--- src/rtl/tvc_pkg.sv ---
// ----------------------------------------------------------------------------
// tvc_pkg: shared types and constants
// Register codes, widths, reset values and the stage struct of the trapezoid
// velocity command pipeline.
// ----------------------------------------------------------------------------
package tvc_pkg;

   localparam int IdxWidth = 3;
   localparam int CsrWidth = 15;

   typedef enum logic [IdxWidth-1:0] {
      REG_SPEED_LIMIT      = 3'd0,
      REG_ACCEL_LIMIT      = 3'd1,
      REG_YAW_RATE_LIMIT   = 3'd2,
      REG_YAW_ACCEL_LIMIT  = 3'd3,
      REG_BRAKING_DISTANCE = 3'd4,
      REG_BRAKING_ANGLE    = 3'd5,
      REG_ANGLE_TOLERANCE  = 3'd6,
      REG_STOP_SPEED       = 3'd7
   } reg_idx_type;

   typedef enum logic [1:0] {
      PHASE_GOAL   = 2'd0,
      PHASE_BRAKE  = 2'd1,
      PHASE_CRUISE = 2'd2
   } phase_type;

   typedef enum logic [1:0] {
      OVR_NONE     = 2'd0,
      OVR_ALARM    = 2'd1,
      OVR_DISABLED = 2'd2
   } ovr_type;

   localparam logic [14:0] RstSpeedLimit     = 15'd2458;
   localparam logic [14:0] RstAccelLimit     = 15'd1229;
   localparam logic [14:0] RstYawRateLimit   = 15'd2458;
   localparam logic [14:0] RstYawAccelLimit  = 15'd1229;
   localparam logic [14:0] RstBrakingDist    = 15'd2458;
   localparam logic [14:0] RstBrakingAngle   = 15'd2458;
   localparam logic [11:0] RstAngleTolerance = 12'd41;
   localparam logic [11:0] RstStopSpeed      = 12'd41;

   localparam logic [15:0] DtMax     = 16'd614;
   localparam logic [15:0] DtDefault = 16'd410;

   // Square-root root width: radicand below 2^32, root 16 bits, one bit a stage
   localparam int SqrtBits = 16;

   // Item state carried alongside the square-root stages
   typedef struct packed {
      logic signed [16:0] v;
      logic signed [16:0] w;
      logic               neg;
      logic        [15:0] aw;
      logic        [15:0] up_v;
      logic        [15:0] dn_v;
      logic        [15:0] up_w;
      logic        [15:0] dn_w;
      phase_type          phase;
      logic               v_sqrt;     // linear schedule from root
      logic        [15:0] sv_fixed;   // schedule when not from root
      logic               w_sqrt;
      logic        [15:0] sw_fixed;   // magnitude
      logic               alarm;
      logic               enabled;
      logic        [11:0] stop_speed;
   } item_type;

endpackage

--- src/rtl/tvc_sqrt.sv ---
// ----------------------------------------------------------------------------
// tvc_sqrt: pipelined integer square root
// Restoring square root, one root bit per register stage.
// ----------------------------------------------------------------------------
module tvc_sqrt #(
   parameter int Bits = tvc_pkg::SqrtBits
) (
   input  logic                 clock,
   input  logic [2*Bits-1:0]    radicand,
   output logic [Bits-1:0]      root
);

   logic [Bits+1:0]   rem_ff  [Bits];
   logic [Bits-1:0]   root_ff [Bits];
   logic [2*Bits-1:0] rad_ff  [Bits];

   for (genvar s = 0; s < Bits; s++) begin : g_stage
      logic [Bits+1:0]   rem_prev, trial, rem_sh;
      logic [Bits-1:0]   root_prev;
      logic [2*Bits-1:0] rad_prev;
      if (s == 0) begin : g_first
         assign rem_prev  = '0;
         assign root_prev = '0;
         assign rad_prev  = radicand;
      end else begin : g_next
         assign rem_prev  = rem_ff[s-1];
         assign root_prev = root_ff[s-1];
         assign rad_prev  = rad_ff[s-1];
      end
      always_comb begin
         rem_sh = {rem_prev[Bits-1:0], rad_prev[2*Bits-1 -: 2]};
         trial  = {root_prev, 2'b01};
      end
      always_ff @(posedge clock) begin
         if (rem_sh >= trial) begin
            rem_ff[s]  <= rem_sh - trial;
            root_ff[s] <= {root_prev[Bits-2:0], 1'b1};
         end else begin
            rem_ff[s]  <= rem_sh;
            root_ff[s] <= {root_prev[Bits-2:0], 1'b0};
         end
         rad_ff[s] <= {rad_prev[2*Bits-3:0], 2'b00};
      end
   end

   assign root = root_ff[Bits-1];

endmodule

--- config.mk ---
export PLATFORM = sky130hd
export DESIGN_NAME = tvc_sqrt
export DESIGN_NICKNAME = d
export VERILOG_FILES = /design/src/rtl/tvc_pkg.sv /design/src/rtl/tvc_sqrt.sv
export SDC_FILE = /design/constraint.sdc
export NUM_CORES = 1
export LEC_CHECK = 0
export BUFFER_PORTS_ARGS = -buffer_cell sky130_fd_sc_hd__buf_2
export CAP_MARGIN = 10
export CORE_MARGIN = 2
export CORE_UTILIZATION = 61
export DETAILED_ROUTE_END_ITERATION = 10
export PLACE_DENSITY = 0.78
export SYNTH_ARGS = -nofsm -noshare
export SYNTH_HDL_FRONTEND = slang
export SYNTH_SLANG_ARGS = --single-unit
--- constraint.sdc ---
create_clock -name clock -period 3.95 [get_ports clock]
set_input_delay 0.5925 -clock clock [delete_from_list [all_inputs] [get_ports clock]]
set_output_delay 0.5925 -clock clock [all_outputs]
set_load 0.05 [all_outputs]
* Word level (Yosys, flattened, before mapping)
Memories as Yosys holds them, arrays and structs flattened.
Cells that the tools add are included.
** Word-level totals
- Memories kept :: 3
- Input port bits :: 33
- Logic and storage cells :: 147
- Bits in writable memories :: 1024
- Latch bits :: 0
- Bits in read-only memories :: 0
- Flip-flop bits (word level) :: 0
** Cells by class
- Shift operators :: 0
- Mux-type cells :: 80
- Bitwise operators :: 32
- Multipliers :: 0
- Div/mod/pow operators :: 0
- Reductions and logical operators :: 0
- Magnitude comparators :: 16
- Equal/unequal tests :: 0
- Add/subtract/negate cells :: 16
** Memories
- rad_ff :: depth 16, width 30, read ports 15, clocked after memory_dff 0, write ports 16, line tvc_sqrt.sv:15 : logic [2*Bits-1:0] rad_ff [Bits];
- rem_ff :: depth 16, width 18, read ports 15, clocked after memory_dff 0, write ports 16, line tvc_sqrt.sv:13 : logic [Bits+1:0] rem_ff [Bits];
- root_ff :: depth 16, width 16, read ports 16, clocked after memory_dff 0, write ports 16, line tvc_sqrt.sv:14 : logic [Bits-1:0] root_ff [Bits];
** Operators with widths (count)
- $mux 18 :: 16
- $ge 18x18->1 :: 15
- $sub 18x18->18 :: 15
- $mux 16 :: 16
- $mux 1 :: 48
- $or 1x1->1 :: 32
- $sub 2x1->3 const B :: 1
- $ge 2x1->1 const B :: 1

* Depth between registers and ports, before layout
Gate-level depths: netlist of run 1.
An unclocked memory read counts as a cell.
- Depth in word-level cells :: 5
- Gate-level depth with buffers :: 12

* Worst setup path after synthesis of run 1
Ideal clock, no wire load.
- Path type :: flip-flop to flip-flop
- Start point :: memory root_ff[1][53] (netlist name)
- End point :: memory rem_ff[1][79] (netlist name)
- Required time :: 3.829 ns
- Buffers on the path :: 3
- Data arrival time :: 2.537 ns
- Path slack :: 1.292 ns
- Cell stages (with the launch flop) :: 13
- Cells stage by stage :: dfxtp_1 inv_1 ha_1 clkbuf_2 a211oi_1 o21ai_0 o41ai_2 a211oi_1 o21ai_1 nor2b_1 buf_2 buf_4 mux2_2
** RTL lines (line)
- from (decl) :: tvc_sqrt.sv:14
- to (decl) :: tvc_sqrt.sv:13

==> metrics.txt, run 1 <==
die area 0.0367 mm2; reg2reg path depth 9; Final Critical Period 3200 ps; synth top area cells dfxtp_1 (56%), ha_1 (8.9%), xnor2_1 (3.8%); startpoint types flop; Commonest cells post-synth dfxtp_1 (600), inv_1 (187), ha_1 (152); count leader, synth dfxtp_1; Worst Hold Depth 1; max-slew violations 0; syn nets 2186; First-pass DRT Iterations 7; worst slew pin tran 946 ps; MaxCap Viol Count 0; post-synth cell types 79; P_sw 5.09 mW; clock skew 39.9 ps; # IOs 49; mapped cell area 0.0214 mm2; Static Leakage 11.5 nW; Async SR Flop Fraction 0%; Overflow after GRT 0; Worst Hold Class in -> reg; path type of the worst setup path reg -> reg; first-pass GRT wire length 65400 um; WP data arrival 3680 ps; I/O Buffers 48; relative slew slack 35.3%; Final TNS setup 0 ps; Clock power frac 32.0%; routed vias/inst 5.34; area delta synth->final 12.8%; initial antenna violation count 0; initial detailed-routing violation count 658; crit path max fanout 15; syn_area_per_cell 10.7 um2; CTS tree built; PD cells 720 mW/mm2; Final Hold Viols 0; ys flop type dfxtp_1; Crit. End Element flop; # DRC 0; number of synthesized flops with an enable pin 0; Required @ worst endpoint 4420 ps; Clock Sink Count 600; Setup Viol. Count Final 0; FF+latch count, synth 600; sequential share of the synthesized area 56.0%; Core Box Area 0.0345 mm2; H-tree Lvls 2; Nets 2278; Starting Density 62.1%; FMAX 0.312 GHz; Final Wtd Congestion 0.937; die width 192 um; Post CTS Setup Buffer Count 0; Detailed Place HPWL 28600 um; share of cells above drive strength 1 10.8%; hold_buf cts 0; Via Count 13.9k; largest net degree at the start of global routing 26; fin crit share 81.1%; RSZ-0062 raised after global routing no; vias in the first global route 14.1k; ant diodes 0; Gate Count Post-Synth 2001; row count 68; clock latency on the worst-skew pair 620 ps; Detail Route Antenna Nets 0; clk slew on worst S/H paths 60 ps; Gate power share 22.6%; Max VDD drop 542 uV; Net Sw Frac 29.2%; Chip Height 192 um; top cell type's share of synthesized area 56.0%; final wirelength 39700 um; Core Util, Final 70.1%; WL/cell 15.3 um; CTS resizes 0; leading area contributor after synthesis dfxtp_1; status complete, no violations; Ys Warns 0; gr usage total 22.2%; internal power 12.3 mW; Root Driver clkbuf_16; Longest Clk Path Bufs 3; sequential share of power 45.4%; Num CTS Buffers 57
==> power groups by stage <==
stage	sequential (mW)	combinational, mW	clock, mW
floorplan	7.87	3.07	0
global placement	8.00	3.70	0
detailed placement	8.04	3.86	0
CTS	7.92	3.92	5.70
global route	8.04	4.40	5.95
finish	7.91	3.94	5.57
==> logic make-up (layout without fill, tap and decap cells) <==
kind of cell	count (synthesis)	count (layout)	synth area share (%)
buf+inv	211	350	3.82
simple gates	469	469	11.3
compound gates	359	359	10.7
flops	600	600	56.0
fa+ha+maj	152	152	8.87
other cells	1	1	0.0175
mux	56	56	2.97
xor+xnor	153	153	6.25
==> metal layers <==
metal	wire length (um)	global-route usage, %	vias up
met3	1830	4.63	93
met2	20000	41.0	294
met1	16500	25.2	6439
li1	-	-	7042
met4	1260	7.99	0
met5	0	0	-
==> worst max-delay path, cell delays in order (launching register included) <==
cell and delay (ps):
dfxtp_1 330, inv_1 50, ha_1 340, nor2b_1 220, o2111ai_1 160, a31oi_1 280, o21a_1 290, o2111ai_1 180
a21oi_2 780, mux2_2 430
==> placed cells by master, fill, tap and decap left out, drive strengths merged, types with 19 or more instances in the layout <==
master	Yosys	routed
nor3	50	50
ha	152	152
nor2	130	130
mux2	52	52
xor2	60	60
a21o	25	25
a21oi	103	103
nor2b	19	19
o21ai	81	81
nand2b	31	31
o21a	34	34
nand2	86	86
or3	29	29
buf	9	55
nand3	24	24
clkbuf	13	78
inv	188	189
xnor2	93	93
dfxtp	600	600
==> final timing paths <==
path                            slack [ps]      startpoint             end
worst min register to register         320  rad_ff[0][147]  rad_ff[0][179]
worst max register to register         750  root_ff[1][80]  rem_ff[1][121]
worst max-delay path                   750  root_ff[1][80]  rem_ff[1][121]
worst min-delay path                    60    radicand[23]   rad_ff[0][23]
==> state kept, by name, indices dropped and copies added, names as in the netlist <==
signal and count:
rad_ff 240, rem_ff 224, root_ff 136
==> per-stage QoR <==
step                      setup WS (ps)  area, um2  hold slack, ps  power (mW)  instances
after detailed placement            902      22200             312        11.9       2489
after global placement              894      22200             310        11.7       2489
after CTS                           796      24200            17.8        17.5       2595
after global routing                584      24200            27.3        18.4       2595
after floorplan                    1290      21400             310        10.9       2001
final                               747      24200            63.9        17.4       2595
==> layout make-up <==
class	instances	area [um2]
tap	455	569
inverter	189	709
fill	2576	10300
clock buffer	78	1630
timing repair buffer	55	293
clock inverter	28	377
multi-input combinational	1190	8620
sequential	600	12000
No activity file was read; power rests on OpenSTA's default activity.
==> run 2, diff against run 1 <==
- clock period: 3.95 -> 3.2 ns (I/O delays scaled with it)
==> run 2 against run 1 <==
Maximum frequency rose by 8.8%. Die area stayed put. Power up 22%. Utilization rose by 0.67 points. Sequential share of layout area fell by 0.47 points. Flip-flop and latch count stayed put. Register-to-register slack worse by 490 ps. Critical path type unchanged.
==> metrics.txt, run 2 (synthesis results as in run 1) <==
status complete, no violations; Core Box Area 0.0345 mm2 (unchanged); largest register by flop count rad_ff; pre-CTS WS 241 ps (-661 ps); Gate power share 22.8% (+0.2 points); ant diodes 0 (unchanged); clk slew on worst S/H paths 60 ps (about the same); I/O Buffers 48 (unchanged); H-tree Lvls 2 (unchanged); Via Count 13.9k (+0.50%); die width 192 um (unchanged); biggest regs rad_ff: 240 flops, rem_ff: 224 flops, root_ff: 136 flops; routed vias/inst 5.31 (-0.72%); initial antenna violation count 0 (unchanged); Num CTS Buffers 55 (-3.5%); First-pass DRT Iterations 5 (-2); CTS resizes 0 (unchanged); WL/cell 14.7 um (-3.7%); row count 68 (unchanged); total chip power 21.2 mW (+22%); Clock power frac 31.2% (-0.8 points); clock latency on the worst-skew pair 620 ps (about the same); hold_buf cts 30 (+30); internal power 15.1 mW (+22%); clock skew 42.3 ps (+2.40 ps); final worst setup slack 256 ps (-491 ps); Static Leakage 11.6 nW (+1.1%); area delta synth->final 13.9%; gr usage total 21.6% (-0.61 points); relative slew slack 58.4% (+23 points); WL met2 19400 um (-3.0%); first-pass GRT wire length 64000 um (-2.1%); crit path max fanout 12 (-3); sequential share of power 46.1% (+0.7 points); slowest stage delay, CP 540 ps (-240 ps); Detail Route Antenna Nets 0 (unchanged); DR WL met3 1720 um (-5.7%); # IOs 49 (unchanged); die area 0.0367 mm2 (unchanged); CP Cell Sequence inv_1 -> ha_1 -> o21ai_0 -> a21oi_1 -> o311ai_0 -> a31oi_1 -> o31a_1 -> buf_4 -> mux2_2; most frequent cells in the layout dfxtp_1 (600), inv_1 (187), ha_1 (152); Nets 2314 (+1.6%); critical path's slowest cell o311ai_0; Clock Sink Count 600 (unchanged); largest net degree at the start of global routing 24 (-7.7%); Final Non-Filler Cells 2627 (+1.2%); MaxCap Viol Count 0 (unchanged); Crit path max-delay family compound AO/OA/AOI/OAI gates; RSZ-0062 raised after global routing no; Post CTS Setup Buffer Count 0 (unchanged); dpl cells 2497 (+0.32%); Starting Density 62.1% (unchanged); WP data arrival 3440 ps (-240 ps); initial detailed-routing violation count 593 (-9.9%); startpoint types flop; Final Hold Viols 0 (unchanged); Crit. End Element flop; Final TNS setup 0 ps (unchanged); Root Driver clkbuf_16; path type of the worst setup path reg -> reg; CP bufs+invs 2 (+1); fin crit share 92.0% (+11 points); Chip Height 192 um (unchanged); Top Layer Used met4; worst slew pin tran 620 ps (-327 ps); P_sw 6.09 mW (+20%); # DRC 0 (unchanged); Net Sw Frac 28.7% (-0.45 points); PD cells 867 mW/mm2 (+21%); vias in the first global route 13.8k (-2.5%); Detailed Place HPWL 27700 um (-3.1%); max-slew violations 0 (unchanged); most common cell after layout, fill and taps aside dfxtp_1; Post-Route M1 WL 16400 um (-1.1%); max reg flops 240 (unchanged); Longest Clk Path Bufs 3 (unchanged); Max VDD drop 706 uV (+30%); FMAX 0.340 GHz (+8.8%); CTS tree built; final wirelength 38600 um (-2.5%); Final Wtd Congestion 0.908 (-3.1%); share of cells above drive strength 1 10.7% (-0.067 points); Worst Hold Class in -> reg; Overflow after GRT 0 (unchanged); Required @ worst endpoint 3700 ps (-720 ps); Final Critical Period 2940 ps (-259 ps); Setup Viol. Count Final 0 (unchanged)
[run 2: changes by cell type in the layout (fill, tap and decap cells not counted), sizes merged]
cell	change
clkinvlp	-5
dlygate4sd3	+30
clkbuf	-2
clkinv	+1
buf	+8
[run 2: layer usage]
layer / GRT usage (%) / up-vias
met2: 39.4 / 262
met4: 8.02 / 0
li1: - / 7117
met3: 4.33 / 90
met1: 24.9 / 6469
met5: 0 / -
[run 2: per-stage QoR]
| step | util (%) | area (um2) | hold WS, ps |
|---|---|---|---|
| after global routing | 70.7 | 24400 | 16.8 |
| after floorplan | - | 21400 | 310 |
| final | 70.7 | 24400 | 43.2 |
| after CTS | 70.7 | 24400 | 10.8 |
| after global placement | 64.4 | 22300 | 310 |
| after detailed placement | 64.4 | 22300 | 312 |
[run 2: layout make-up]
type	instances	area, um2
fill	2517	10100
timing repair buffer	93	653
multi-input combinational	1190	8620
clock inverter	24	299
tap	455	569
inverter	189	709
clock buffer	76	1580
sequential	600	12000
[run 2: power groups by stage]
stage / clock network, mW / registers (mW) / logic (mW)
after detailed placement: 0 / 9.92 / 4.73
after global placement: 0 / 9.88 / 4.56
final: 6.60 / 9.77 / 4.83
after global routing: 7.04 / 9.91 / 5.39
after floorplan: 0 / 9.71 / 3.79
after CTS: 6.75 / 9.77 / 4.81
[run 2: final timing paths]
| kind | end | depth (start not counted) | slack [ps] | start |
|---|---|---|---|---|
| min | rem_ff[0][0] | 2 | 40 | radicand[30] |
| max | rem_ff[1][94] | 9 | 260 | root_ff[1][65] |
| max reg2reg | rem_ff[1][94] | 9 | 260 | root_ff[1][65] |
| min reg2reg | rad_ff[0][200] | 0 | 300 | rad_ff[0][168] |
