$ cat config.mk
export PLATFORM = sky130hd
export DESIGN_NAME = tvc_ramp
export DESIGN_NICKNAME = d
export VERILOG_FILES = /design/src/rtl/tvc_pkg.sv /design/src/rtl/tvc_ramp.sv
export SDC_FILE = /design/constraint.sdc
export NUM_CORES = 1
export LEC_CHECK = 0
export ABC_AREA = 1
export BUFFER_PORTS_ARGS = -buffer_cell sky130_fd_sc_hd__buf_4
export CORE_AREA = 5 5 179 181
export CTS_CLUSTER_DIAMETER = 100
export DETAILED_ROUTE_END_ITERATION = 10
export DIE_AREA = 0 0 184 186
export PLACE_DENSITY = 0.71
export SLEW_MARGIN = 10
export SYNTH_ARGS = -nofsm -noshare
export SYNTH_HDL_FRONTEND = slang
export SYNTH_SLANG_ARGS = --single-unit
$ cat constraint.sdc
create_clock -name clock -period 6.7 [get_ports clock]
set_input_delay 0.67 -clock clock [delete_from_list [all_inputs] [get_ports clock]]
set_output_delay 0.67 -clock clock [all_outputs]
set_load 0.01 [all_outputs]
$ cat src/rtl/tvc_pkg.sv
// ----------------------------------------------------------------------------
// tvc_pkg: shared types and constants
// Register codes, widths, reset values and the stage struct of the trapezoid
// velocity command pipeline.
// ----------------------------------------------------------------------------
package tvc_pkg;

   localparam int IdxWidth = 3;
   localparam int CsrWidth = 15;

   typedef enum logic [IdxWidth-1:0] {
      REG_SPEED_LIMIT      = 3'd0,
      REG_ACCEL_LIMIT      = 3'd1,
      REG_YAW_RATE_LIMIT   = 3'd2,
      REG_YAW_ACCEL_LIMIT  = 3'd3,
      REG_BRAKING_DISTANCE = 3'd4,
      REG_BRAKING_ANGLE    = 3'd5,
      REG_ANGLE_TOLERANCE  = 3'd6,
      REG_STOP_SPEED       = 3'd7
   } reg_idx_type;

   typedef enum logic [1:0] {
      PHASE_GOAL   = 2'd0,
      PHASE_BRAKE  = 2'd1,
      PHASE_CRUISE = 2'd2
   } phase_type;

   typedef enum logic [1:0] {
      OVR_NONE     = 2'd0,
      OVR_ALARM    = 2'd1,
      OVR_DISABLED = 2'd2
   } ovr_type;

   localparam logic [14:0] RstSpeedLimit     = 15'd2458;
   localparam logic [14:0] RstAccelLimit     = 15'd1229;
   localparam logic [14:0] RstYawRateLimit   = 15'd2458;
   localparam logic [14:0] RstYawAccelLimit  = 15'd1229;
   localparam logic [14:0] RstBrakingDist    = 15'd2458;
   localparam logic [14:0] RstBrakingAngle   = 15'd2458;
   localparam logic [11:0] RstAngleTolerance = 12'd41;
   localparam logic [11:0] RstStopSpeed      = 12'd41;

   localparam logic [15:0] DtMax     = 16'd614;
   localparam logic [15:0] DtDefault = 16'd410;

   // Square-root root width: radicand below 2^32, root 16 bits, one bit a stage
   localparam int SqrtBits = 16;

   // Item state carried alongside the square-root stages
   typedef struct packed {
      logic signed [16:0] v;
      logic signed [16:0] w;
      logic               neg;
      logic        [15:0] aw;
      logic        [15:0] up_v;
      logic        [15:0] dn_v;
      logic        [15:0] up_w;
      logic        [15:0] dn_w;
      phase_type          phase;
      logic               v_sqrt;     // linear schedule from root
      logic        [15:0] sv_fixed;   // schedule when not from root
      logic               w_sqrt;
      logic        [15:0] sw_fixed;   // magnitude
      logic               alarm;
      logic               enabled;
      logic        [11:0] stop_speed;
   } item_type;

endpackage

$ cat src/rtl/tvc_ramp.sv
// ----------------------------------------------------------------------------
// tvc_ramp: schedule select, ramp and override
// Two stages: signed schedule and ramp candidates, then choice and saturation.
// ----------------------------------------------------------------------------
module tvc_ramp (
   input  logic                 clock,
   input  logic                 reset,
   input  logic                 in_valid,
   input  tvc_pkg::item_type    in_item,
   input  logic        [15:0]   root_v,
   input  logic        [15:0]   root_w,
   output logic                 out_valid,
   output logic signed [15:0]   speed_command,
   output logic signed [15:0]   yaw_rate_command,
   output logic        [1:0]    linear_phase,
   output logic        [1:0]    stop_override
);

   // stage C
   logic               c_valid_ff;
   logic signed [18:0] c_cv_ff, c_cw_ff;
   logic [1:0]         c_phase_ff;
   logic               c_alarm_ff, c_en_ff;
   logic signed [18:0] c_av_ff, c_aw_ff;

   logic signed [18:0] v, w, sv, sw, msw, aw, upv, dnv, upw, dnw, t, m, cv, cw, av, awc;

   always_comb begin
      t   = '0;
      m   = '0;
      v   = 19'(in_item.v);
      w   = 19'(in_item.w);
      aw  = {3'd0, in_item.aw};
      upv = {3'd0, in_item.up_v};
      dnv = {3'd0, in_item.dn_v};
      upw = {3'd0, in_item.up_w};
      dnw = {3'd0, in_item.dn_w};
      sv  = in_item.v_sqrt ? {4'd0, root_v[15:1]} : {3'd0, in_item.sv_fixed};
      msw = in_item.w_sqrt ? {3'd0, root_w} : {3'd0, in_item.sw_fixed};
      sw  = in_item.neg ? -msw : msw;

      if (v < sv) begin
         t = v + upv;
         cv = (t < sv) ? t : sv;
      end else if (v > sv) begin
         t = v - dnv;
         cv = (t > sv) ? t : sv;
      end else begin
         cv = sv;
      end

      if (aw < msw) begin
         t = in_item.neg ? w - upw : w + upw;
         m = t[18] ? -t : t;
         cw = (m < msw) ? t : sw;
      end else if (aw > msw) begin
         m = aw - dnw;
         cw = (m > msw) ? (in_item.neg ? -m : m) : sw;
      end else begin
         cw = sw;
      end

      // signed compare: a negative speed is below the stop threshold
      av  = (v >= signed'({7'd0, in_item.stop_speed})) ? v - upv : '0;
      m   = aw - upw;
      awc = (aw >= signed'({7'd0, in_item.stop_speed})) ? (in_item.neg ? -m : m) : '0;
   end

   always_ff @(posedge clock) begin
      if (reset) begin
         c_valid_ff <= 1'b0;
      end else begin
         c_valid_ff <= in_valid;
      end
      c_cv_ff    <= cv;
      c_cw_ff    <= cw;
      c_av_ff    <= av;
      c_aw_ff    <= awc;
      c_phase_ff <= in_item.phase;
      c_alarm_ff <= in_item.alarm;
      c_en_ff    <= in_item.enabled;
   end

   function automatic logic signed [15:0] sat16(input logic signed [18:0] x);
      begin
         if (x > 19'sd32767) sat16 = 16'sh7fff;
         else if (x < -19'sd32768) sat16 = 16'sh8000;
         else sat16 = x[15:0];
      end
   endfunction

   logic signed [18:0] fv, fw;
   logic [1:0]         ovr;

   always_comb begin
      fv = c_cv_ff;
      fw = c_cw_ff;
      ovr = tvc_pkg::OVR_NONE;
      if (c_alarm_ff) begin
         fv = c_av_ff;
         fw = c_aw_ff;
         ovr = tvc_pkg::OVR_ALARM;
      end
      if (!c_en_ff) begin
         fv = '0;
         fw = '0;
         ovr = tvc_pkg::OVR_DISABLED;
      end
   end

   always_ff @(posedge clock) begin
      if (reset) begin
         out_valid <= 1'b0;
      end else begin
         out_valid <= c_valid_ff;
      end
      speed_command    <= sat16(fv);
      yaw_rate_command <= sat16(fw);
      linear_phase     <= c_phase_ff;
      stop_override    <= ovr;
   end

endmodule

# Yosys cells after proc, flatten, opt, wreduce, memory -nomap -nowiden
# Cells that the tools add are included.
dict set report classes {
  addsub 11
  order_cmp 14
  muxes 22
}
# op n
set op_table {}
lappend op_table {{19-bit 2-to-1 mux} 17}
lappend op_table {{16-bit 2-to-1 mux} 4}
lappend op_table {{17-bit by 17-bit subtractor with 18-bit output} 3}
lappend op_table {{19-bit by 16-bit > comparator with 1-bit output (second input constant)} 2}
lappend op_table {{19-bit by 16-bit < comparator with 1-bit output (second input constant)} 2}
lappend op_table {{19-bit negation} 2}
lappend op_table {{17-bit by 17-bit adder with 18-bit output} 2}
lappend op_table {{17-bit > comparator} 2}
lappend op_table {{16-bit by 16-bit subtractor with 17-bit output} 2}
lappend op_table {{19-bit by 17-bit < comparator with 1-bit output} 1}
lappend op_table {{16-bit negation with 19-bit output} 1}
lappend op_table {{17-bit negation with 19-bit output} 1}
lappend op_table {{18-bit by 17-bit > comparator with 1-bit output} 1}
lappend op_table {{18-bit by 17-bit < comparator with 1-bit output} 1}
lappend op_table {{17-bit by 13-bit >= comparator with 1-bit output} 1}
lappend op_table {{17-bit < comparator} 1}
lappend op_table {{16-bit by 12-bit >= comparator with 1-bit output} 1}
lappend op_table {{16-bit > comparator} 1}
lappend op_table {{16-bit < comparator} 1}
lappend op_table {{1-bit 2-to-1 mux} 1}
dict set report word_totals {
  register_bits 118
  inputBits 200
  output_inout_bits 37
  wordCells 60
}

# Depth between registers and ports, before layout
# Gate-level depths: netlist (run 1).
dict set report logic_depth {
  ltp_word 7
  mapped_depth 38
  depth_no_buf 38
}

# Worst setup path before layout (run 1)
# No wires, ideal clock.
dict set report synth_path {
  path_kind {input-to-reg}
  startpoint {input port in_item[130] (netlist name)}
  endpoint {register c_cw_ff[11]}
  setup_ps 116
  arrival_ps 4975
  required_ps 6584
  setup_slack_ps 1609
  cell_stages 37
  path_buffers 5
  path_cell_list {buf_2 -> clkinv_1 -> clkbuf_1 -> clkbuf_1 -> nand2_1 -> xor2_1 -> inv_1 -> ha_1 -> nand2_1 -> inv_1 -> nand2_1 -> inv_1 -> a21oi_2 -> nand2_2 -> nand2_1 -> nand2_1 -> nand2_1 -> and2_4 -> clkbuf_1 -> nand2_1 -> xor2_1 -> inv_1 -> ha_1 -> nand2_1 -> inv_1 -> o21bai_1 -> a21oi_1 -> nor2_1 -> a21oi_1 -> o21a_1 -> nor2_1 -> nand2_2 -> nor2_4 -> buf_6 -> nand2_1 -> nand3_1 -> nand2_1}
}
dict set report synth_between {
  elab_chain_len 6
  word_cells_on_any_way 10
  classes_between {add/sub (1); order compare (1); mux (8)}
}
# element line
set synth_lines {}
lappend synth_lines {{start: declaration} tvc_ramp.sv:9} ;# input tvc_pkg::item_type in_item,
lappend synth_lines {{19-bit 2-to-1 mux} tvc_ramp.sv:53} ;# t = in_item.neg ? w - upw : w + upw;
lappend synth_lines {{19-bit negation} tvc_ramp.sv:54} ;# m = t[18] ? -t : t;
lappend synth_lines {{19-bit 2-to-1 mux} tvc_ramp.sv:54}
lappend synth_lines {{19-bit by 17-bit < comparator with 1-bit output} tvc_ramp.sv:55} ;# cw = (m < msw) ? t : sw;
lappend synth_lines {{19-bit 2-to-1 mux} tvc_ramp.sv:55}
lappend synth_lines {{19-bit 2-to-1 mux (*)} tvc_ramp.sv:52} ;# if (aw < msw) begin
lappend synth_lines {{named net cw[11]} tvc_ramp.sv:26} ;# logic signed [18:0] v, w, sv, sw, msw, aw, upv, dnv, upw, dnw, t, m, cv, cw, av, awc;
lappend synth_lines {{end signal: assignment} tvc_ramp.sv:76} ;# c_cw_ff <= cw;
lappend synth_lines {{end: declaration} tvc_ramp.sv:21} ;# logic signed [18:0] c_cv_ff, c_cw_ff;
# The timed path passes the listed nets; every way through them passes the cells marked *.
# A chain may end at the register's enable or synchronous reset.

# Final worst setup path (run 1)
dict set report layout_path {
  startpoint {input port in_item[67] (netlist name)}
  endpoint {register c_cw_ff[12]}
}
dict set report layout_between {
  elab_chain_len 7
  word_cells_on_any_way 8
  classes_between {add/sub (3); order compare (1); mux (4)}
}
# element line
set layout_lines {}
lappend layout_lines {{17-bit by 17-bit adder with 18-bit output or 17-bit by 17-bit subtractor with 18-bit output (tied branches)} tvc_ramp.sv:53}
lappend layout_lines {{19-bit 2-to-1 mux (*)} tvc_ramp.sv:53}
lappend layout_lines {{19-bit negation} tvc_ramp.sv:54}
lappend layout_lines {{19-bit 2-to-1 mux} tvc_ramp.sv:54}
lappend layout_lines {{19-bit by 17-bit < comparator with 1-bit output} tvc_ramp.sv:55}
lappend layout_lines {{19-bit 2-to-1 mux (*)} tvc_ramp.sv:55}
lappend layout_lines {{19-bit 2-to-1 mux (*)} tvc_ramp.sv:52}
lappend layout_lines {{named net cw[12]} tvc_ramp.sv:26}
# Marked as above.

==> flow_metrics.tcl, run 1 <==
set metrics [dict create \
    grt_pass1_wl_um 75900 \
    cts.root.buffer_cell "clkbuf_16" \
    syn-num-nets 2798 \
    dp_cells 2955 \
    cap_violations 0 \
    worst-r2r-cell-count 5 \
    die-area_sq_um 34200 \
    synth_top_family_by_area "simple AND/OR/NAND/NOR gates" \
    synth_fa_ha_area_share_pct 19.3 \
    rrSetupSlack_ns 4.19 \
    relSlewSlack_pct 24.5 \
    max_stage_delay_ns 0.42 \
    drc 0 \
    crit_slowest_cell "nand4_2" \
    drive_above_1_share_pct 13.2 \
    hold_violations 0 \
    holdPathEnd "linear_phase[1]" \
    nets 3005 \
    synth_xor_area_share_pct 6.63 \
    drt.antenna.violating_nets 0 \
    fin_crit_ns 5.69 \
    worstMarginPinSlew_ns 1.12 \
    fin_skew_ns 0.0156 \
    synth_mux_area_share_pct 0.871 \
    slew_viol_final 0 \
    synth_cells 2371 \
    io_buffers 235 \
    wl_per_cell_um 16.2 \
    fillers 3006 \
    synth_warnings 0 \
    finalNonFillerCells 2987 \
    period_share_pct 85.0 \
    max_freq_ghz 0.176 \
    hp-start "c_phase_ff[1]" \
    hold_depth 0 \
    powerDensity_nw_per_um2 211 \
    seq_area_frac_synth_pct 15.6 \
    chipHeight_um 186 \
    yosys.area_share.simple_pct 32.5 \
    grt.overflow.total 0 \
    via_count 16100 \
    avgSynthCellArea_sq_um 6.30 \
    post_cts_buffers 0 \
    drt_iter0_drc 1137 \
    dr.pass1.iters 6 \
    arrival_ns 6.05 \
    cp_max_fo 16 \
    worstSetupStartpointType "input pin" \
    ctsHoldBuffers 0 \
    cts_max_path_buffers 2 \
    clkLatencyLatePin_ns 0.41 \
    start_util_pct 49.3 \
    synth_edf_count 0 \
    cts_buffers 17 \
    placement_rows 64 \
    path_clk_slew_ns 0.06 \
    rr_endpoint "speed_command[1]" \
    grtUsageTotal_pct 27.4 \
    area_growth_pct 17.9 \
    crit_required_ns 7.05 \
    r2r_start "c_alarm_ff" \
    grt_pass1_vias 15400 \
    synth_compound_area_share_pct 15.0 \
    wirelength_um 48400 \
    die_width_um 184 \
    ys.flop_type "dfxtp_1" \
    status "finished clean" \
    critical_path_class "input pin to flip-flop" \
    clkSinkCount 116 \
    via_per_inst 5.39 \
    place_ws_ns 0.660 \
    leakagePower_nw 9.49 \
    irDropWorstVdd_mv 0.160 \
    io_pins 237 \
    antenna_found_initial 0 \
    gp_congestion 0.963 \
    rsz0062_at_grt "no" \
    postSynth.asyncResetShare_pct 0 \
    cts_tree "built" \
    regArea_sq_um 2320 \
    netlist_area_sq_um 14900 \
    htreeDepth 4 \
    ys_ff_latch 116 \
    postCtsResizedCells 0 \
    hp-class "flip-flop to flip-flop" \
    setup_tns_ns 0 \
    core_sq_um 30300 \
    setup-violations-final 0 \
    critPathCaptureType "flip-flop" \
    fin_util_pct 58.2 \
    cpMostUsedCell "nand2_1" \
    dp_hpwl_um 40900 \
    grt_max_degree 47 \
    ys_types 57 \
    multi_input_area_sq_um 11100 \
    layout_setup_ws_ns 1.01 \
]
## logic make-up after synthesis
| family | count (synthesis) |
|---|---|
| XOR/XNOR | 113 |
| flip-flops | 116 |
| adder cells (fa/ha/maj) | 227 |
| buffers and inverters | 393 |
| AND/OR/NAND/NOR | 1119 |
| AO/OA/AOI/OAI | 390 |
| multiplexers | 13 |
## state kept, by name, summed over array words and instances, names as in the netlist
name and cells:
c_aw_ff 19, out_valid 1, c_phase_ff 2, stop_override 2
linear_phase 2, c_en_ff 1, yaw_rate_command 16, c_alarm_ff 1
c_valid_ff 1, c_av_ff 18, speed_command 16, c_cv_ff 18
c_cw_ff 19
## placed cells by master, fill, tap and decap left out, types with 6 or more instances in the layout
master       n
a211oi_1     6
a21o_1      12
a21oi_1    168
buf_4      249
clkbuf_16   17
dfxtp_1    116
fa_1         6
ha_1       221
inv_1      321
inv_2        8
mux2i_1     13
nand2_1    570
nand2_2     13
nand3_1    153
nand3b_1    21
nand4_1     55
nor2_1     233
nor3_1      21
nor4_1       9
o211ai_1    30
o21a_1       8
o21ai_0    110
o21ai_1      6
o21bai_1    11
o31ai_1      8
or2_1        6
or2_2       13
xnor2_1     24
xor2_1      89
## cells in the mapped netlist, types with 12 or more instances
cell type  instances  share of area [%]
a21oi_1          168                5.6
nor3_1            21               0.70
xor2_1            89                5.2
o211ai_1          30                1.5
nand2_1          570                 14
mux2i_1           13               0.87
or2_2             13               0.54
inv_1            321                8.1
nand4_1           55                2.3
nor2_1           233                5.9
nand2_2           13               0.54
nand3_1          153                5.1
dfxtp_1          116                 16
nand3b_1          21                1.1
clkbuf_1          44                1.1
o21ai_0          110                3.7
a21o_1            12               0.60
xnor2_1           24                1.4
ha_1             221                 19
## critical path: cells and delay by family
family	cells	cell delay [ns]
fa+ha+maj	3	0.88
xor+xnor	2	0.32
buf+inv	7	0.74
compound gates	6	0.84
simple gates	17	2.59
## layer usage
| metal | GRT usage (%) | share of wire, % |
|---|---|---|
| met1 | 32.2 | 40 |
| met2 | 48.7 | 48 |
| met3 | 2.81 | 5.6 |
| met4 | 15.6 | 6.3 |
| met5 | 0 | 0 |
## power by group
group	total (W)	switching [W]	leakage [nW]	internal, W
sequential	0.000918	0.0000526	0.975	0.000866
combinational	0.00194	0.00121	8.25	0.000723
clock	0.000854	0.000322	0.265	0.000532
total	0.00371	0.00159	9.49	0.00212
## per-stage QoR
| stage | hold slack [ns] | total power, W | instance area (sq um) |
|---|---|---|---|
| after floorplan | 0.310 | 0.00223 | 14900 |
| after global placement | 0.310 | 0.00279 | 17000 |
| after detailed placement | 0.319 | 0.00284 | 17000 |
| after CTS | 0.331 | 0.00370 | 17600 |
| after global routing | 0.333 | 0.00401 | 17600 |
| final | 0.325 | 0.00371 | 17600 |
## how the worst max path moves through the flow
stage | to | start | slack (ns)
6_report | c_cw_ff[12] | in_item[67] | 1.01
5_1_grt | c_cw_ff[7] | in_item[67] | 0.52
4_1_cts | c_cw_ff[7] | in_item[67] | 1.07
3_5_place_dp | c_cw_ff[7] | in_item[67] | 0.66
3_3_place_gp | c_cw_ff[17] | in_item[67] | 0.73
2_1_floorplan | c_cw_ff[11] | in_item[130] | 1.61
## layout make-up
| class | count | share of cell area (%) |
|---|---|---|
| diodes | 1 | 0.0142 |
| inverters | 332 | 7.08 |
| multi-input cells | 1862 | 63.0 |
| clock inverters | 12 | 0.682 |
| well taps | 396 | 2.81 |
| repair buffers | 249 | 10.6 |
| clock buffers | 19 | 2.57 |
| flip-flops and latches | 116 | 13.2 |
Note: power is estimated with default switching activity, not from simulation.
==> run 2: changes to the inputs <==
--- a/config.mk
+++ b/config.mk
@@ -5,13 +5,13 @@
 export SDC_FILE = /design/constraint.sdc
 export NUM_CORES = 1
 export LEC_CHECK = 0
-export ABC_AREA = 1
+export ABC_AREA = 0
 export BUFFER_PORTS_ARGS = -buffer_cell sky130_fd_sc_hd__buf_4
-export CORE_AREA = 5 5 179 181
+export CORE_AREA = 5 5 171 173
 export CTS_CLUSTER_DIAMETER = 100
 export DETAILED_ROUTE_END_ITERATION = 10
-export DIE_AREA = 0 0 184 186
-export PLACE_DENSITY = 0.71
+export DIE_AREA = 0 0 176 178
+export PLACE_DENSITY = 0.72
 export SLEW_MARGIN = 10
 export SYNTH_ARGS = -nofsm -noshare
 export SYNTH_HDL_FRONTEND = slang
==> constraint.sdc (replaced) <==
create_clock -name clock -period 5.84 [get_ports clock]
set_input_delay 0.584 -clock clock [delete_from_list [all_inputs] [get_ports clock]]
set_output_delay 0.584 -clock clock [all_outputs]
set_load 0.01 [all_outputs]
==> run 2 against run 1 <==
  * Non-clock buffer count up 96
  * Largest cell class unchanged
  * Synthesized cell count decreased by 29%
  * Core utilization increased by 3.8 points
  * Count of clock-buffer cells in the layout fell by 1
  * Clock power up 11%
  * Highest routed layer unchanged
  * Critical path depth down 6
  * Synthesized area fell by 9.4%
  * Via count fell by 15%
  * Sequential power rose by 21%
  * Final cell count fell by 21%
  * Register-to-register slack got worse by 0.85 ns
==> flow_metrics.tcl, run 2 <==
set metrics [dict create \
    p_clk_share_pct 21.3 \
    crit_family "simple AND/OR/NAND/NOR gates" \
    grt.overflow.total 0 \
    power.total_w 0.00445 \
    chipHeight_um 178 \
    postSynth.asyncResetShare_pct 0 \
    powerDensity_nw_per_um2 261 \
    worst-r2r-cell-count 5 \
    critical_path_class "input pin to flip-flop" \
    via_per_inst 5.81 \
    cp_max_fo 14 \
    htreeDepth 4 \
    syn-num-nets 2118 \
    crit_slowest_cell "or4_1" \
    synth_xor_area_share_pct 8.80 \
    power_frac_comb_pct 53.8 \
    path_clk_slew_ns 0.06 \
    cp-endpoint "c_cw_ff[2]" \
    die_width_um 176 \
    r2r_start "c_alarm_ff" \
    crit_buf_inv 5 \
    worstMarginPinSlew_ns 1.21 \
    worstSetupStartpointType "input pin" \
    internal-power_w 0.00268 \
    cts_buffers 17 \
    synth_compound_area_share_pct 21.6 \
    irDropWorstVdd_mv 0.274 \
    grt_max_degree 49 \
    max_stage_delay_ns 0.49 \
    core_sq_um 27500 \
    arrival_ns 5.88 \
    setup-violations-final 0 \
    wirelength_um 43800 \
    clkSinkCount 116 \
    drive_above_1_share_pct 21.4 \
    critPathCaptureType "flip-flop" \
    largestRegisters "c_aw_ff x19, c_cw_ff x19" \
    drt.antenna.violating_nets 0 \
    nets 2435 \
    dp_hpwl_um 36500 \
    netlist_top_cells_area "ha_1 (20%), dfxtp_1 (17%), xnor2_1 (6.2%)" \
    synth_top_family_by_area "compound AO/OA/AOI/OAI gates" \
    cap_violations 0 \
    fillers 2443 \
    cts_tree "built" \
    grt_pass1_wl_um 69000 \
    path_depth 29 \
    via_count 13800 \
    clkLatencyLatePin_ns 0.42 \
    cts_max_path_buffers 2 \
    critPathLaunch "in_item[68]" \
    synth_cells 1691 \
    slew_viol_final 0 \
    status "finished clean" \
    synth_mux_area_share_pct 7.19 \
    max_freq_ghz 0.181 \
    synthDominantCellAreaShare_pct 20.4 \
    swShare_pct 39.8 \
    avgSynthCellArea_sq_um 8.00 \
    layout_setup_ws_ns 0.311 \
    hold_violations 0 \
    cpMostUsedCell "buf_4" \
    seq_power_share_pct 24.9 \
    place_ws_ns -0.384 \
    ys_types 81 \
    grt_pass1_vias 13500 \
    synth_largest_area_cell "ha_1" \
    fin_skew_ns 0.00725 \
    antenna_found_initial 1 \
    synth_edf_count 0 \
    diodes 0 \
    start_util_pct 49.3 \
    yosys.area_share.simple_pct 18.7 \
    layout_common_cells "buf_4 (343), ha_1 (221), inv_1 (132)" \
    rr_endpoint "yaw_rate_command[7]" \
    crit_required_ns 6.19 \
    drc 0 \
    synth_fa_ha_area_share_pct 21.3 \
    fin_util_pct 62.0 \
    fin_crit_ns 5.53 \
    placement_rows 61 \
    synth_most_common_cell "ha_1" \
    netlist_area_sq_um 13500 \
    dr.pass1.iters 6 \
    area_growth_pct 25.9 \
    whs_ns 0.266 \
    seq_area_frac_synth_pct 17.2 \
    io_pins 237 \
    power.switching_w 0.00177 \
    hp-class "input pin to flip-flop" \
    final_common_cell "buf_4" \
    relSlewSlack_pct 19.5 \
    ys.flop_type "dfxtp_1" \
    io_buffers 235 \
    gp_congestion 0.992 \
    wl_per_cell_um 18.5 \
    period_share_pct 94.7 \
    cts.root.buffer_cell "clkbuf_16" \
    ys_ff_latch 116 \
    die-area_sq_um 31300 \
    leakagePower_nw 8.25 \
    drt_iter0_drc 934 \
    synth_common_cells "ha_1 (221), inv_1 (132), nor2_1 (123)" \
    grtUsageTotal_pct 27.5 \
    synth_warnings 0 \
    ctsHoldBuffers 0 \
    rrSetupSlack_ns 3.34 \
]
run 2: changes by cell type after synthesis, moves of 31 or more:
cell	before	now
nand2_1	570	96
inv_1	321	132
nand3_1	153	23
nor2_1	233	123
xnor2_1	24	96
mux2i_1	13	80
a21oi_1	168	110
xor2_1	89	40
a21o_1	12	46
nor2b_1	0	34
nand4_1	55	24
run 2: cell type report:
class | instances | area, sq um | share of cell area (%)
Multi-Input combinational cell | 1395 | 10600 | 62.3
Timing Repair Buffer | 345 | 2620 | 15.3
Sequential cell | 116 | 2320 | 13.6
Inverter | 133 | 499 | 2.93
Tap cell | 346 | 433 | 2.54
Clock buffer | 18 | 429 | 2.52
Clock inverter | 14 | 118 | 0.690
run 2: cell families (layout without fill, tap and decap cells):
group | Yosys count | in the layout
and+or+nand+nor | 491 | 491
muxes | 95 | 95
DFF | 116 | 116
buffers and inverters | 180 | 510
AOI/OAI and AO/OA | 446 | 446
adders and majority gates | 227 | 227
xor gates and xnor gates | 136 | 136
run 2: how the worst min path moves through the flow:
stage,end,startpoint,slack [ns],cells past startpoint
CTS,c_en_ff,in_item[12],0.26,1
global placement,linear_phase[1],c_phase_ff[1],0.32,0
finish,c_en_ff,in_item[12],0.27,1
global route,c_en_ff,in_item[12],0.25,1
detailed placement,linear_phase[0],c_phase_ff[0],0.31,0
floorplan,linear_phase[0],c_phase_ff[0],0.31,0
run 2: power groups by stage:
stage                     registers (W)  clock network, W  logic (W)
after global placement          0.00112                 0    0.00227
final                           0.00111          0.000948    0.00239
after detailed placement        0.00112                 0    0.00232
after floorplan                 0.00110                 0    0.00148
after global routing            0.00113          0.000997    0.00264
after CTS                       0.00110          0.000961    0.00234
run 2: per-layer routing:
layer / share of wire [%] / GRT usage [%]
met1: 43 / 35.4
met2: 45 / 45.3
met3: 7.9 / 6.00
met4: 4.0 / 10.7
met5: 0 / 0
run 2: what timing repair did:
item / CTS / global route
endpoints found under the hold margin: 0 / 0
resized for setup: 0 / 19
setup buffers: 0 / 0
endpoints found under the setup margin: 0 / 19
run 2: per-stage QoR:
stage	cell area, sq um	instances	TNS [ns]
after floorplan	13500	1691	0
after global placement	16400	2335	-3.98
after detailed placement	16400	2335	-4.99
after CTS	16900	2367	0
after global routing	17000	2367	-0.0861
final	17000	2367	0
